[src/hw/rtl/tccle_pkg.sv]
// shared types and constants of the text console cursor and line editor
`default_nettype none

package tccle_pkg;

    // console geometry limits and line capacity
    localparam int unsigned MAX_COLUMNS   = 256;
    localparam int unsigned MAX_ROWS      = 128;
    localparam int unsigned LINE_CAPACITY = 256;

    // effective limits after clamping to the field widths
    localparam int unsigned COL_LIMIT = (MAX_COLUMNS < 256) ? MAX_COLUMNS : 256;
    localparam int unsigned ROW_LIMIT = (MAX_ROWS < 128) ? MAX_ROWS : 128;
    localparam int unsigned LINE_CAP  = (LINE_CAPACITY - 1 < 255) ? LINE_CAPACITY - 1 : 255;

    // register reset values
    localparam logic [8:0] COLUMNS_RESET = 9'd80;
    localparam logic [7:0] ROWS_RESET    = 8'd25;

    // configuration port
    localparam int unsigned ADDR_W = 3;
    localparam int unsigned DATA_W = 32;

    // command queue between front and back
    localparam int unsigned QUEUE_DEPTH = 4;
    localparam int unsigned PTR_W       = $clog2(QUEUE_DEPTH);
    localparam int unsigned CNT_W       = PTR_W + 1;

    // character codes
    localparam logic [7:0] CH_BS = 8'd8;
    localparam logic [7:0] CH_NL = 8'd10;
    localparam logic [7:0] CH_CR = 8'd13;
    localparam logic [7:0] CH_SP = 8'd32;
    localparam logic [7:0] CH_GT = 8'd62;

    typedef enum logic [1:0] {
        KIND_DISPLAY = 2'd0,
        KIND_KEY     = 2'd1,
        KIND_CLEAR   = 2'd2
    } t_kind;

    typedef enum logic [1:0] {
        ACT_DRAW  = 2'd0,
        ACT_CLEAR = 2'd1,
        ACT_LINE  = 2'd2
    } t_action;

    typedef enum logic [0:0] {
        REG_COLUMNS = 1'b0,
        REG_ROWS    = 1'b1
    } t_reg;

    // classified command carried from front to back
    typedef enum logic [3:0] {
        OP_NONE,
        OP_CLEAR,
        OP_NEWLINE,
        OP_RETURN,
        OP_ERASE,
        OP_DRAW,
        OP_KEY_ENTER,
        OP_KEY_BACK,
        OP_KEY_RETURN,
        OP_KEY_DRAW
    } t_op;

    typedef struct packed {
        t_op        op;
        logic [7:0] code;
    } t_cmd;

    // queue entry with its valid flag (push side and head side)
    typedef struct packed {
        logic valid;
        t_cmd cmd;
    } t_qword;

    // last usable column and row of the screen
    typedef struct packed {
        logic [7:0] col_last;
        logic [6:0] row_last;
    } t_geom;

    // configuration port request
    typedef struct packed {
        logic              psel;
        logic              penable;
        logic              pwrite;
        logic [ADDR_W-1:0] paddr;
        logic [DATA_W-1:0] pwdata;
    } t_apb_req;

endpackage

`default_nettype wire

[src/hw/rtl/tccle_if.sv]
// valid/ready channel interfaces for input items and result items
`default_nettype none

interface tccle_in_if;
    logic       valid;
    logic       ready;
    logic [1:0] kind;
    logic [7:0] char_code;

    modport source (output valid, kind, char_code, input ready);
    modport sink   (input valid, kind, char_code, output ready);
endinterface

interface tccle_out_if;
    logic       valid;
    logic       ready;
    logic [1:0] action;
    logic [7:0] cell_column;
    logic [6:0] cell_row;
    logic [7:0] glyph;
    logic [7:0] line_length;
    logic       last;

    modport source (output valid, action, cell_column, cell_row, glyph, line_length, last,
                    input ready);
    modport sink   (input valid, action, cell_column, cell_row, glyph, line_length, last,
                    output ready);
endinterface

`default_nettype wire

[src/hw/rtl/tccle_cfg.sv]
// configuration registers and clamped screen geometry
`default_nettype none

module tccle_cfg (
    input  wire logic                           i_clk,
    input  wire logic                           i_rst_n,
    input  wire tccle_pkg::t_apb_req            i_req,
    output logic [tccle_pkg::DATA_W-1:0]        o_prdata,
    output tccle_pkg::t_geom                    o_geom
);

    logic [8:0]      r_columns;
    logic [7:0]      r_rows;
    logic            wr_en;
    tccle_pkg::t_reg sel;

    // clamp raw register values to the usable screen
    function automatic tccle_pkg::t_geom clamp_geom(input logic [8:0] cols,
                                                    input logic [7:0] rows);
        tccle_pkg::t_geom g;
        logic [8:0]       cols_m1;
        logic [7:0]       rows_m1;
        cols_m1 = cols - 9'd1;
        rows_m1 = rows - 8'd1;
        if (cols == 9'd0) begin
            g.col_last = 8'd0;
        end else if (cols > 9'(tccle_pkg::COL_LIMIT)) begin
            g.col_last = 8'(tccle_pkg::COL_LIMIT - 1);
        end else begin
            g.col_last = cols_m1[7:0];
        end
        if (rows == 8'd0) begin
            g.row_last = 7'd0;
        end else if (rows > 8'(tccle_pkg::ROW_LIMIT)) begin
            g.row_last = 7'(tccle_pkg::ROW_LIMIT - 1);
        end else begin
            g.row_last = rows_m1[6:0];
        end
        return g;
    endfunction

    assign sel   = tccle_pkg::t_reg'(i_req.paddr[tccle_pkg::ADDR_W-1]);
    assign wr_en = i_req.psel && i_req.penable && i_req.pwrite;

    // register writes
    always_ff @(posedge i_clk) begin
        if (!i_rst_n) begin
            r_columns <= tccle_pkg::COLUMNS_RESET;
            r_rows    <= tccle_pkg::ROWS_RESET;
        end else if (wr_en) begin
            case (sel)
                tccle_pkg::REG_COLUMNS: r_columns <= i_req.pwdata[8:0];
                tccle_pkg::REG_ROWS:    r_rows    <= i_req.pwdata[7:0];
                default: ;
            endcase
        end
    end

    // read data
    always_comb begin
        case (sel)
            tccle_pkg::REG_COLUMNS: o_prdata = {23'd0, r_columns};
            tccle_pkg::REG_ROWS:    o_prdata = {24'd0, r_rows};
            default:                o_prdata = '0;
        endcase
    end

    assign o_geom = clamp_geom(r_columns, r_rows);

endmodule

`default_nettype wire

[src/hw/rtl/tccle_front.sv]
// input side: accepts items and classifies them into commands
`default_nettype none

module tccle_front (
    tccle_in_if.sink             i_cmd,
    input  wire logic            i_full,
    output tccle_pkg::t_qword    o_push
);

    tccle_pkg::t_op op;
    logic           accept;

    assign i_cmd.ready = !i_full;
    assign accept      = i_cmd.valid && !i_full;

    // decode kind and character into a command
    always_comb begin
        op = tccle_pkg::OP_NONE;
        case (tccle_pkg::t_kind'(i_cmd.kind))
            tccle_pkg::KIND_DISPLAY: begin
                case (i_cmd.char_code)
                    tccle_pkg::CH_NL: op = tccle_pkg::OP_NEWLINE;
                    tccle_pkg::CH_CR: op = tccle_pkg::OP_RETURN;
                    tccle_pkg::CH_BS: op = tccle_pkg::OP_ERASE;
                    default:          op = tccle_pkg::OP_DRAW;
                endcase
            end
            tccle_pkg::KIND_KEY: begin
                case (i_cmd.char_code)
                    tccle_pkg::CH_NL: op = tccle_pkg::OP_KEY_ENTER;
                    tccle_pkg::CH_CR: op = tccle_pkg::OP_KEY_RETURN;
                    tccle_pkg::CH_BS: op = tccle_pkg::OP_KEY_BACK;
                    default:          op = tccle_pkg::OP_KEY_DRAW;
                endcase
            end
            tccle_pkg::KIND_CLEAR: op = tccle_pkg::OP_CLEAR;
            default:               op = tccle_pkg::OP_NONE;
        endcase
    end

    // unused kind is accepted and dropped here
    assign o_push.valid    = accept && (op != tccle_pkg::OP_NONE);
    assign o_push.cmd.op   = op;
    assign o_push.cmd.code = i_cmd.char_code;

endmodule

`default_nettype wire

[src/hw/rtl/tccle_queue.sv]
// short command fifo between front and back
`default_nettype none

module tccle_queue (
    input  wire logic               i_clk,
    input  wire logic               i_rst_n,
    input  wire tccle_pkg::t_qword  i_push,
    input  wire logic               i_pop,
    output logic                    o_full,
    output tccle_pkg::t_qword       o_head
);

    tccle_pkg::t_cmd                  r_mem [tccle_pkg::QUEUE_DEPTH];
    logic [tccle_pkg::PTR_W-1:0]      r_wr_ptr;
    logic [tccle_pkg::PTR_W-1:0]      r_rd_ptr;
    logic [tccle_pkg::CNT_W-1:0]      r_count;
    logic [tccle_pkg::CNT_W-1:0]      n_count;

    assign n_count = r_count + tccle_pkg::CNT_W'(i_push.valid)
                             - tccle_pkg::CNT_W'(i_pop);

    // pointers and fill count
    always_ff @(posedge i_clk) begin
        if (!i_rst_n) begin
            r_wr_ptr <= '0;
            r_rd_ptr <= '0;
            r_count  <= '0;
        end else begin
            if (i_push.valid) begin
                r_wr_ptr <= r_wr_ptr + 1'b1;
            end
            if (i_pop) begin
                r_rd_ptr <= r_rd_ptr + 1'b1;
            end
            r_count <= n_count;
        end
    end

    // entry storage
    always_ff @(posedge i_clk) begin
        if (i_push.valid) begin
            r_mem[r_wr_ptr] <= i_push.cmd;
        end
    end

    assign o_full       = (r_count == tccle_pkg::CNT_W'(tccle_pkg::QUEUE_DEPTH));
    assign o_head.valid = (r_count != '0);
    assign o_head.cmd   = r_mem[r_rd_ptr];

endmodule

`default_nettype wire

[src/hw/rtl/tccle_back.sv]
// execution side: cursor state, line edit steps and the result register
`default_nettype none

module tccle_back (
    input  wire logic               i_clk,
    input  wire logic               i_rst_n,
    input  wire tccle_pkg::t_qword  i_head,
    input  wire tccle_pkg::t_geom   i_geom,
    output logic                    o_pop,
    tccle_out_if.source             o_res
);

    // steps of a keyboard enter; other commands use only the first
    typedef enum logic [1:0] {
        STEP_NEWLINE = 2'd0,
        STEP_LINE    = 2'd1,
        STEP_ARROW   = 2'd2,
        STEP_SPACE   = 2'd3
    } t_step;

    typedef struct packed {
        tccle_pkg::t_action action;
        logic [7:0]         cell_column;
        logic [6:0]         cell_row;
        logic [7:0]         glyph;
        logic [7:0]         line_length;
        logic               last;
    } t_result;

    logic [7:0] r_col, n_col;
    logic [6:0] r_row, n_row;
    logic [7:0] r_prompt, n_prompt;
    logic [7:0] r_typed, n_typed;
    logic       r_clr_pend, n_pend;
    t_step      r_step, n_step;
    logic       r_out_valid;
    t_result    r_res, res;

    logic       step;
    logic       emit;
    logic       do_draw;
    logic       do_nl;
    logic [7:0] glyph;
    logic       step_done;
    logic       final_step;
    t_step      last_step;
    logic       col_over;
    logic       row_over;
    logic       room;
    logic [6:0] row_inc;

    assign step     = i_head.valid && (!r_out_valid || o_res.ready);
    assign col_over = (r_col >= i_geom.col_last);
    assign row_over = (r_row >= i_geom.row_last);
    assign room     = (r_typed < 8'(tccle_pkg::LINE_CAP));
    assign row_inc  = r_row + 7'd1;

    // one step of the current command, at most one result
    always_comb begin
        n_col     = r_col;
        n_row     = r_row;
        n_prompt  = r_prompt;
        n_typed   = r_typed;
        n_pend    = r_clr_pend;
        n_step    = r_step;
        emit      = 1'b0;
        res       = '0;
        do_draw   = 1'b0;
        do_nl     = 1'b0;
        glyph     = tccle_pkg::CH_SP;
        step_done = 1'b0;

        if (r_clr_pend) begin
            // clear that follows a wrap past the last row
            emit       = 1'b1;
            res.action = tccle_pkg::ACT_CLEAR;
            n_pend     = 1'b0;
            step_done  = 1'b1;
        end else begin
            case (i_head.cmd.op)
                tccle_pkg::OP_CLEAR: begin
                    emit       = 1'b1;
                    res.action = tccle_pkg::ACT_CLEAR;
                    n_col      = 8'd0;
                    n_row      = 7'd0;
                    step_done  = 1'b1;
                end
                tccle_pkg::OP_NEWLINE: do_nl = 1'b1;
                tccle_pkg::OP_RETURN: begin
                    n_col     = 8'd0;
                    step_done = 1'b1;
                end
                tccle_pkg::OP_ERASE: begin
                    if (r_col != 8'd0) begin
                        n_col           = r_col - 8'd1;
                        emit            = 1'b1;
                        res.action      = tccle_pkg::ACT_DRAW;
                        res.cell_column = n_col;
                        res.cell_row    = r_row;
                        res.glyph       = tccle_pkg::CH_SP;
                    end
                    step_done = 1'b1;
                end
                tccle_pkg::OP_DRAW: begin
                    do_draw = 1'b1;
                    glyph   = i_head.cmd.code;
                end
                tccle_pkg::OP_KEY_DRAW: begin
                    if (room) begin
                        n_typed = r_typed + 8'd1;
                        do_draw = 1'b1;
                        glyph   = i_head.cmd.code;
                    end else begin
                        step_done = 1'b1;
                    end
                end
                tccle_pkg::OP_KEY_RETURN: begin
                    if (room) begin
                        n_typed = r_typed + 8'd1;
                        n_col   = 8'd0;
                    end
                    step_done = 1'b1;
                end
                tccle_pkg::OP_KEY_BACK: begin
                    // erase may step back across a row; on row 0 it stops at the prompt column
                    if (r_typed != 8'd0) begin
                        n_typed = r_typed - 8'd1;
                        if (r_col > r_prompt || r_row != 7'd0) begin
                            if (r_col == 8'd0 && r_row != 7'd0) begin
                                n_row = r_row - 7'd1;
                                n_col = i_geom.col_last;
                            end else if (r_col != 8'd0) begin
                                n_col = r_col - 8'd1;
                            end
                            emit            = 1'b1;
                            res.action      = tccle_pkg::ACT_DRAW;
                            res.cell_column = n_col;
                            res.cell_row    = n_row;
                            res.glyph       = tccle_pkg::CH_SP;
                        end
                    end
                    step_done = 1'b1;
                end
                tccle_pkg::OP_KEY_ENTER: begin
                    case (r_step)
                        STEP_NEWLINE: do_nl = 1'b1;
                        STEP_LINE: begin
                            emit            = 1'b1;
                            res.action      = tccle_pkg::ACT_LINE;
                            res.line_length = r_typed;
                            n_typed         = 8'd0;
                            step_done       = 1'b1;
                        end
                        STEP_ARROW: begin
                            do_draw = 1'b1;
                            glyph   = tccle_pkg::CH_GT;
                        end
                        STEP_SPACE: begin
                            do_draw = 1'b1;
                            glyph   = tccle_pkg::CH_SP;
                        end
                        default: step_done = 1'b1;
                    endcase
                end
                default: step_done = 1'b1;
            endcase
        end

        // glyph at the cursor
        if (do_draw) begin
            emit            = 1'b1;
            res.action      = tccle_pkg::ACT_DRAW;
            res.cell_column = r_col;
            res.cell_row    = r_row;
            res.glyph       = glyph;
        end

        // advance, wrap and clear past the last row
        if (do_draw || do_nl) begin
            if (do_nl || col_over) begin
                n_col = 8'd0;
                if (row_over) begin
                    n_row  = 7'd0;
                    n_pend = 1'b1;
                end else begin
                    n_row = row_inc;
                end
            end else begin
                n_col = r_col + 8'd1;
            end
            step_done = !n_pend;
        end

        // step sequencing and end of command
        last_step  = (i_head.cmd.op == tccle_pkg::OP_KEY_ENTER) ? STEP_SPACE : STEP_NEWLINE;
        final_step = step_done && (r_step == last_step);
        if (step_done) begin
            n_step = final_step ? STEP_NEWLINE : t_step'(r_step + 2'd1);
        end
        if (final_step && i_head.cmd.op == tccle_pkg::OP_KEY_ENTER) begin
            n_prompt = n_col;
        end
        res.last = final_step;
    end

    assign o_pop = step && final_step;

    // cursor and line state
    always_ff @(posedge i_clk) begin
        if (!i_rst_n) begin
            r_col      <= 8'd0;
            r_row      <= 7'd0;
            r_prompt   <= 8'd0;
            r_typed    <= 8'd0;
            r_clr_pend <= 1'b0;
            r_step     <= STEP_NEWLINE;
        end else if (step) begin
            r_col      <= n_col;
            r_row      <= n_row;
            r_prompt   <= n_prompt;
            r_typed    <= n_typed;
            r_clr_pend <= n_pend;
            r_step     <= n_step;
        end
    end

    // result register
    always_ff @(posedge i_clk) begin
        if (!i_rst_n) begin
            r_out_valid <= 1'b0;
        end else if (step && emit) begin
            r_out_valid <= 1'b1;
        end else if (o_res.ready) begin
            r_out_valid <= 1'b0;
        end
    end

    always_ff @(posedge i_clk) begin
        if (step && emit) begin
            r_res <= res;
        end
    end

    assign o_res.valid       = r_out_valid;
    assign o_res.action      = r_res.action;
    assign o_res.cell_column = r_res.cell_column;
    assign o_res.cell_row    = r_res.cell_row;
    assign o_res.glyph       = r_res.glyph;
    assign o_res.line_length = r_res.line_length;
    assign o_res.last        = r_res.last;

endmodule

`default_nettype wire

[src/hw/rtl/text_console_cursor_line_editor.sv]
// Cursor and line-edit engine of a character-cell console. Items (display character,
// keyboard character, clear) enter on i_cmd; draw, clear and line-complete results leave
// on o_res, one per cycle while o_res.ready is high, with last set on the final result of
// an item. The front classifies an item in the cycle it is accepted and writes it to a
// 4-entry command queue; i_cmd.ready is low only while that queue is full. The back
// executes one step per cycle while the output is not stalled, into a single output
// register. Most items take one back step, so one item per cycle is sustained without
// stalls; a character or newline that wraps past the last row takes two steps (the
// extra one for the clear), and a keyboard enter takes four to seven steps, one per result
// plus the newline. Geometry registers sit on the APB port: columns at 0x0, rows at 0x4,
// clamped to 1..256 and 1..128; write them only while no item is in flight.
`default_nettype none

module text_console_cursor_line_editor (
    input  wire logic                          i_clk,
    input  wire logic                          i_rst_n,
    tccle_in_if.sink                           i_cmd,
    tccle_out_if.source                        o_res,
    input  wire logic                          psel,
    input  wire logic                          penable,
    input  wire logic                          pwrite,
    input  wire logic [tccle_pkg::ADDR_W-1:0]  paddr,
    input  wire logic [tccle_pkg::DATA_W-1:0]  pwdata,
    output logic      [tccle_pkg::DATA_W-1:0]  prdata,
    output logic                               pready
);

    tccle_pkg::t_apb_req apb_req;
    tccle_pkg::t_geom    geom;
    tccle_pkg::t_qword   push;
    tccle_pkg::t_qword   head;
    logic                full;
    logic                pop;

    assign pready          = 1'b1;
    assign apb_req.psel    = psel;
    assign apb_req.penable = penable;
    assign apb_req.pwrite  = pwrite;
    assign apb_req.paddr   = paddr;
    assign apb_req.pwdata  = pwdata;

    // geometry registers
    tccle_cfg u_cfg (
        .i_clk    (i_clk),
        .i_rst_n  (i_rst_n),
        .i_req    (apb_req),
        .o_prdata (prdata),
        .o_geom   (geom)
    );

    // accept and classify
    tccle_front u_front (
        .i_cmd  (i_cmd),
        .i_full (full),
        .o_push (push)
    );

    // command queue
    tccle_queue u_queue (
        .i_clk   (i_clk),
        .i_rst_n (i_rst_n),
        .i_push  (push),
        .i_pop   (pop),
        .o_full  (full),
        .o_head  (head)
    );

    // execute and emit results
    tccle_back u_back (
        .i_clk   (i_clk),
        .i_rst_n (i_rst_n),
        .i_head  (head),
        .i_geom  (geom),
        .o_pop   (pop),
        .o_res   (o_res)
    );

endmodule

`default_nettype wire

[src/flat_wrapper.sv]
// flat-port wrapper written by rule: the top's interface ports become plain ports
module text_console_cursor_line_editor_flat 
  (i_clk, i_rst_n, psel, penable, pwrite, paddr, pwdata, prdata, pready, i_cmd_valid, i_cmd_kind, i_cmd_char_code, i_cmd_ready, o_res_valid, o_res_action, o_res_cell_column, o_res_cell_row, o_res_glyph, o_res_line_length, o_res_last, o_res_ready);
  tccle_in_if i_cmd_i ();
  tccle_out_if o_res_i ();
  input  wire logic i_clk;
  input  wire logic i_rst_n;
  input  wire logic psel;
  input  wire logic penable;
  input  wire logic pwrite;
  input  wire logic [tccle_pkg::ADDR_W-1:0] paddr;
  input  wire logic [tccle_pkg::DATA_W-1:0] pwdata;
  output logic      [tccle_pkg::DATA_W-1:0] prdata;
  output logic pready;
  input wire logic [$bits(i_cmd_i.valid)-1:0] i_cmd_valid;
  input wire logic [$bits(i_cmd_i.kind)-1:0] i_cmd_kind;
  input wire logic [$bits(i_cmd_i.char_code)-1:0] i_cmd_char_code;
  output wire logic [$bits(i_cmd_i.ready)-1:0] i_cmd_ready;
  output wire logic [$bits(o_res_i.valid)-1:0] o_res_valid;
  output wire logic [$bits(o_res_i.action)-1:0] o_res_action;
  output wire logic [$bits(o_res_i.cell_column)-1:0] o_res_cell_column;
  output wire logic [$bits(o_res_i.cell_row)-1:0] o_res_cell_row;
  output wire logic [$bits(o_res_i.glyph)-1:0] o_res_glyph;
  output wire logic [$bits(o_res_i.line_length)-1:0] o_res_line_length;
  output wire logic [$bits(o_res_i.last)-1:0] o_res_last;
  input wire logic [$bits(o_res_i.ready)-1:0] o_res_ready;
  assign i_cmd_i.valid = i_cmd_valid;
  assign i_cmd_i.kind = i_cmd_kind;
  assign i_cmd_i.char_code = i_cmd_char_code;
  assign i_cmd_ready = i_cmd_i.ready;
  assign o_res_valid = o_res_i.valid;
  assign o_res_action = o_res_i.action;
  assign o_res_cell_column = o_res_i.cell_column;
  assign o_res_cell_row = o_res_i.cell_row;
  assign o_res_glyph = o_res_i.glyph;
  assign o_res_line_length = o_res_i.line_length;
  assign o_res_last = o_res_i.last;
  assign o_res_i.ready = o_res_ready;
  text_console_cursor_line_editor u_core (.i_clk(i_clk), .i_rst_n(i_rst_n), .i_cmd(i_cmd_i), .o_res(o_res_i), .psel(psel), .penable(penable), .pwrite(pwrite), .paddr(paddr), .pwdata(pwdata), .prdata(prdata), .pready(pready));
endmodule
[config.mk]
export PLATFORM = sky130hd
export DESIGN_NAME = text_console_cursor_line_editor_flat
export DESIGN_NICKNAME = d
export VERILOG_FILES = /design/src/hw/rtl/tccle_pkg.sv /design/src/hw/rtl/tccle_if.sv /design/src/hw/rtl/tccle_cfg.sv /design/src/hw/rtl/tccle_front.sv /design/src/hw/rtl/tccle_queue.sv /design/src/hw/rtl/tccle_back.sv /design/src/hw/rtl/text_console_cursor_line_editor.sv /design/src/flat_wrapper.sv
export SDC_FILE = /design/constraint.sdc
export NUM_CORES = 1
export LEC_CHECK = 0
export BUFFER_PORTS_ARGS = -buffer_cell sky130_fd_sc_hd__clkbuf_2
export CORE_MARGIN = 2
export CORE_UTILIZATION = 60
export DETAILED_ROUTE_END_ITERATION = 8
export PLACE_DENSITY = 0.92
export SYNTH_ARGS = -nofsm -noshare
export SYNTH_HDL_FRONTEND = slang
export SYNTH_SLANG_ARGS = --single-unit
[constraint.sdc]
create_clock -name i_clk -period 14.1 [get_ports i_clk]
set_clock_uncertainty 0.15 [all_clocks]
set_input_delay 0 -clock i_clk [delete_from_list [all_inputs] [get_ports i_clk]]
set_output_delay 0 -clock i_clk [all_outputs]
set_load 0.02 [all_outputs]
==> flow_metrics.py <==
metrics = {
    "status": {
        "outcome": "finished clean",
    },
    "min_path": {
        "holdPathStages": 4,
        "min_path_type": "in2reg",
        "hp-start": "psel",
        "hold_path_end": "u_core.u_cfg.r_rows[7]",
    },
    "global_routing": {
        "grt_pass1_wl_mm": 37.4,
        "grt_usage": 0.294,
        "antenna_found_initial": 0,
        "grt_start_max_net_pins": 47,
        "overflow": 0,
        "grt_pass1_vias": 7484,
    },
    "die": {
        "initial_core_util": 0.614,
        "core-area_sq_mm": 0.0145,
        "die_h_um": 126,
        "io_pins": 121,
        "dieWidth_um": 126,
        "fp.dieArea_sq_mm": 0.0159,
        "rows": 44,
    },
    "yosys": {
        "synth_area_sq_mm": 0.00893,
        "async_flop_share": 0,
        "yosysWarnings": 0,
        "syn_avg_cell_area_sq_um": 9.55,
        "synth.distinct_cells": 84,
        "ys.flop_type": "edfxtp_1",
        "synthCells": 935,
        "synth-edff-count": 82,
        "yosysSeqAreaShare": 0.412,
        "ys_ff_latch": 143,
    },
    "route": {
        "drt_iter0_drc": 906,
        "viasPerCell": 6.56,
        "wire_per_inst_um": 19.3,
        "routed_wl_mm": 23.3,
        "vias": 7930,
        "drc": 0,
        "ant_nets": 0,
        "firstDrtPassIters": 6,
    },
    "timing": {
        "tns_ps": 0,
        "setup_viol": 0,
        "finalCritPeriodShare": 0.391,
        "rsz0062_at_grt": "false",
        "maxSlewViolCount": 0,
        "relSlewSlack": 0.214,
        "fmax_mhz": 181,
        "finalHoldViolations": 0,
        "whs_ps": 63.8,
        "max_slew.worst_pin.slew_ps": 1170,
        "fin_crit_ps": 5510,
    },
    "clocking": {
        "numClockSinks": 143,
        "cts_buffer_depth": 2,
        "postCtsSetupBuffers": 0,
        "path_clk_slew_ps": 70,
        "insertion_delay_ps": 440,
        "cts_tree": "yes",
        "cts_root_buf": "clkbuf_16",
        "htree_levels": 4,
        "cts_inserted_buffers": 17,
    },
    "worst_setup_path": {
        "cp_slowest_stage_delay_ps": 710,
        "ff2ff_setup_slack_ps": 8590,
        "cp_top_family": "simple AND/OR/NAND/NOR gates",
        "reg2reg_from": "u_core.u_cfg.r_columns[2]",
        "path_max_fanout": 7,
        "crit_path_cell_trace": "or4_1, nor4_1, o21ai_0, ha_1, nand2b_1, a211oi_1, o211ai_1, a211oi_1, nor3_1, nor2_1, ha_1, inv_1, ha_1, inv_1, fa_1, xor2_1, xnor2_1, nor2_1",
        "ff2ff_path_depth": 18,
        "cp_slowest_cell": "nor3_1",
        "cp.depth": 18,
        "r2r_end": "u_core.u_queue.r_count[2]",
        "cp_data_required_time_ps": 14240,
        "cp_num_buf_inv": 2,
        "crit_path_start_kind": "flip-flop",
        "end_kind": "flip-flop",
        "path_class": "reg2reg",
        "cp_common_cell": "ha_1",
        "crit_arrival_ps": 5650,
    },
    "placement": {
        "place_inst": 1146,
        "placed_area_sq_mm": 0.00925,
        "place_congestion": 0.945,
        "port_buffers": 71,
        "hpwl_mm": 14.9,
    },
    "final_layout": {
        "diodes": 0,
        "stdcell_area_sq_mm": 0.0101,
        "regArea_sq_mm": 0.00368,
        "multiInputGateArea_sq_mm": 0.00478,
        "syn2layout_area_growth_pct": 13.6,
        "final_cells": 1208,
        "layout-drive-gt1-share": 0.155,
        "nNetsFinal": 1114,
        "layout_commonest_cell": "nand2_1",
        "num-fill-cells": 1035,
        "utilization": 0.698,
        "final_cell_mix": "nand2_1, edfxtp_1, a21oi_1",
    },
    "power_and_ir_drop": {
        "peakVddDrop_v": 0.000123,
        "power_density_mw_per_mm2": 204,
        "power.leakage_nw": 3.82,
    },
    "run": {
        "maxCapViolCount": 0,
    },
}
-- through the flow --
step / total power [W] / worst slack, ps
final: 0.00207 / 8590
after global routing: 0.00217 / 8380
after CTS: 0.00204 / 8730
after detailed placement: 0.00157 / 8800
after global placement: 0.00152 / 9010
after floorplan: 0.00134 / 9640
-- Yosys cell counts (8+ instances only) --
master / count / area share
mux4_2: 14 / 0.035
nor3_1: 25 / 0.014
a21oi_1: 79 / 0.044
nor4_1: 16 / 0.011
xnor2_1: 16 / 0.016
nor2b_1: 10 / 0.0070
a31oi_1: 10 / 0.0070
nand4_1: 9 / 0.0063
nor2_1: 55 / 0.023
o22ai_1: 12 / 0.0084
buf_2: 8 / 0.0045
o21a_1: 9 / 0.0076
inv_1: 43 / 0.018
edfxtp_1: 82 / 0.28
mux2_2: 8 / 0.010
and2_1: 21 / 0.015
ha_1: 49 / 0.069
clkbuf_1: 27 / 0.011
a211oi_1: 14 / 0.012
nand3_1: 22 / 0.012
o31ai_1: 8 / 0.0067
dfxtp_1: 61 / 0.14
o21ai_0: 51 / 0.029
or3_1: 11 / 0.0077
buf_4: 26 / 0.022
a21o_1: 10 / 0.0084
nand2b_1: 21 / 0.015
nand2_1: 91 / 0.038
-- flip-flops by register name, indices dropped and copies added (netlist names), 8 cells and up, named ones only --
signal,cells
u_core.u_queue.r_mem,48
u_core.u_back.o_res.cell_column,8
u_core.u_cfg.r_columns,9
u_core.u_back.r_prompt,8
u_core.u_back.o_res.glyph,8
u_core.u_back.r_typed,8
u_core.u_back.o_res.line_length,8
u_core.u_back.r_col,8
u_core.u_cfg.r_rows,8
-- cell families after synthesis --
group,share of synthesized area
buf+inv,0.0635
flops,0.412
mux,0.0549
simple gates,0.182
fa+ha+maj,0.0754
compound gates,0.189
xor+xnor,0.0216
other cells,0.000841
-- cell type report --
| type | count | area share |
|---|---|---|
| Multi-Input combinational cell | 700 | 0.471 |
| Sequential cell | 143 | 0.363 |
| Timing Repair Buffer | 105 | 0.0676 |
| Clock buffer | 18 | 0.0423 |
| Tap cell | 184 | 0.0227 |
| Clock inverter | 14 | 0.0170 |
| Inverter | 44 | 0.0163 |
-- routing by layer --
layer | share of wire | up-vias | wire length (um) | track usage
met5 | 0 | - | 0 | 0
met4 | 0.046 | 0 | 1060 | 0.150
met3 | 0.087 | 110 | 2020 | 0.0599
met2 | 0.48 | 500 | 11300 | 0.489
met1 | 0.38 | 3718 | 8910 | 0.364
li1 | - | 3602 | - | -
-- worst reg2reg max path, delay by kind of cell, from the launching register on --
kind | cells | cell delay, ps
adder cells (fa/ha/maj) | 4 | 1140
AND/OR/NAND/NOR | 6 | 2370
XOR/XNOR | 2 | 310
flip-flops | 1 | 380
buffers and inverters | 2 | 110
AO/OA/AOI/OAI | 4 | 890
-- timing repair --
action / CTS / global route
hold buffers: 30 / 0
gates resized for setup: 0 / 0
hold endpoints to repair: 77 / 0
-- where the power goes --
group / internal (W) / switching, W / total [W]
logic: 0.000336 / 0.000615 / 0.000951
clock network: 0.000268 / 0.000197 / 0.000465
registers: 0.000554 / 0.000103 / 0.000657
-- worst max path at each step --
stage	to	slack, ps	startpoint
after detailed placement	u_core.u_queue.r_count[2]	8800	u_core.u_cfg.r_columns[2]
final	u_core.u_queue.r_count[2]	8590	u_core.u_cfg.r_columns[2]
after floorplan	u_core.u_queue.r_count[2]	9640	u_core.u_cfg.r_columns[2]
after global routing	u_core.u_queue.r_count[2]	8380	u_core.u_cfg.r_columns[2]
after global placement	u_core.u_queue.r_count[2]	9010	u_core.u_cfg.r_columns[2]
after CTS	u_core.u_queue.r_count[2]	8730	u_core.u_cfg.r_columns[2]
(Power assumes the default switching activity.)
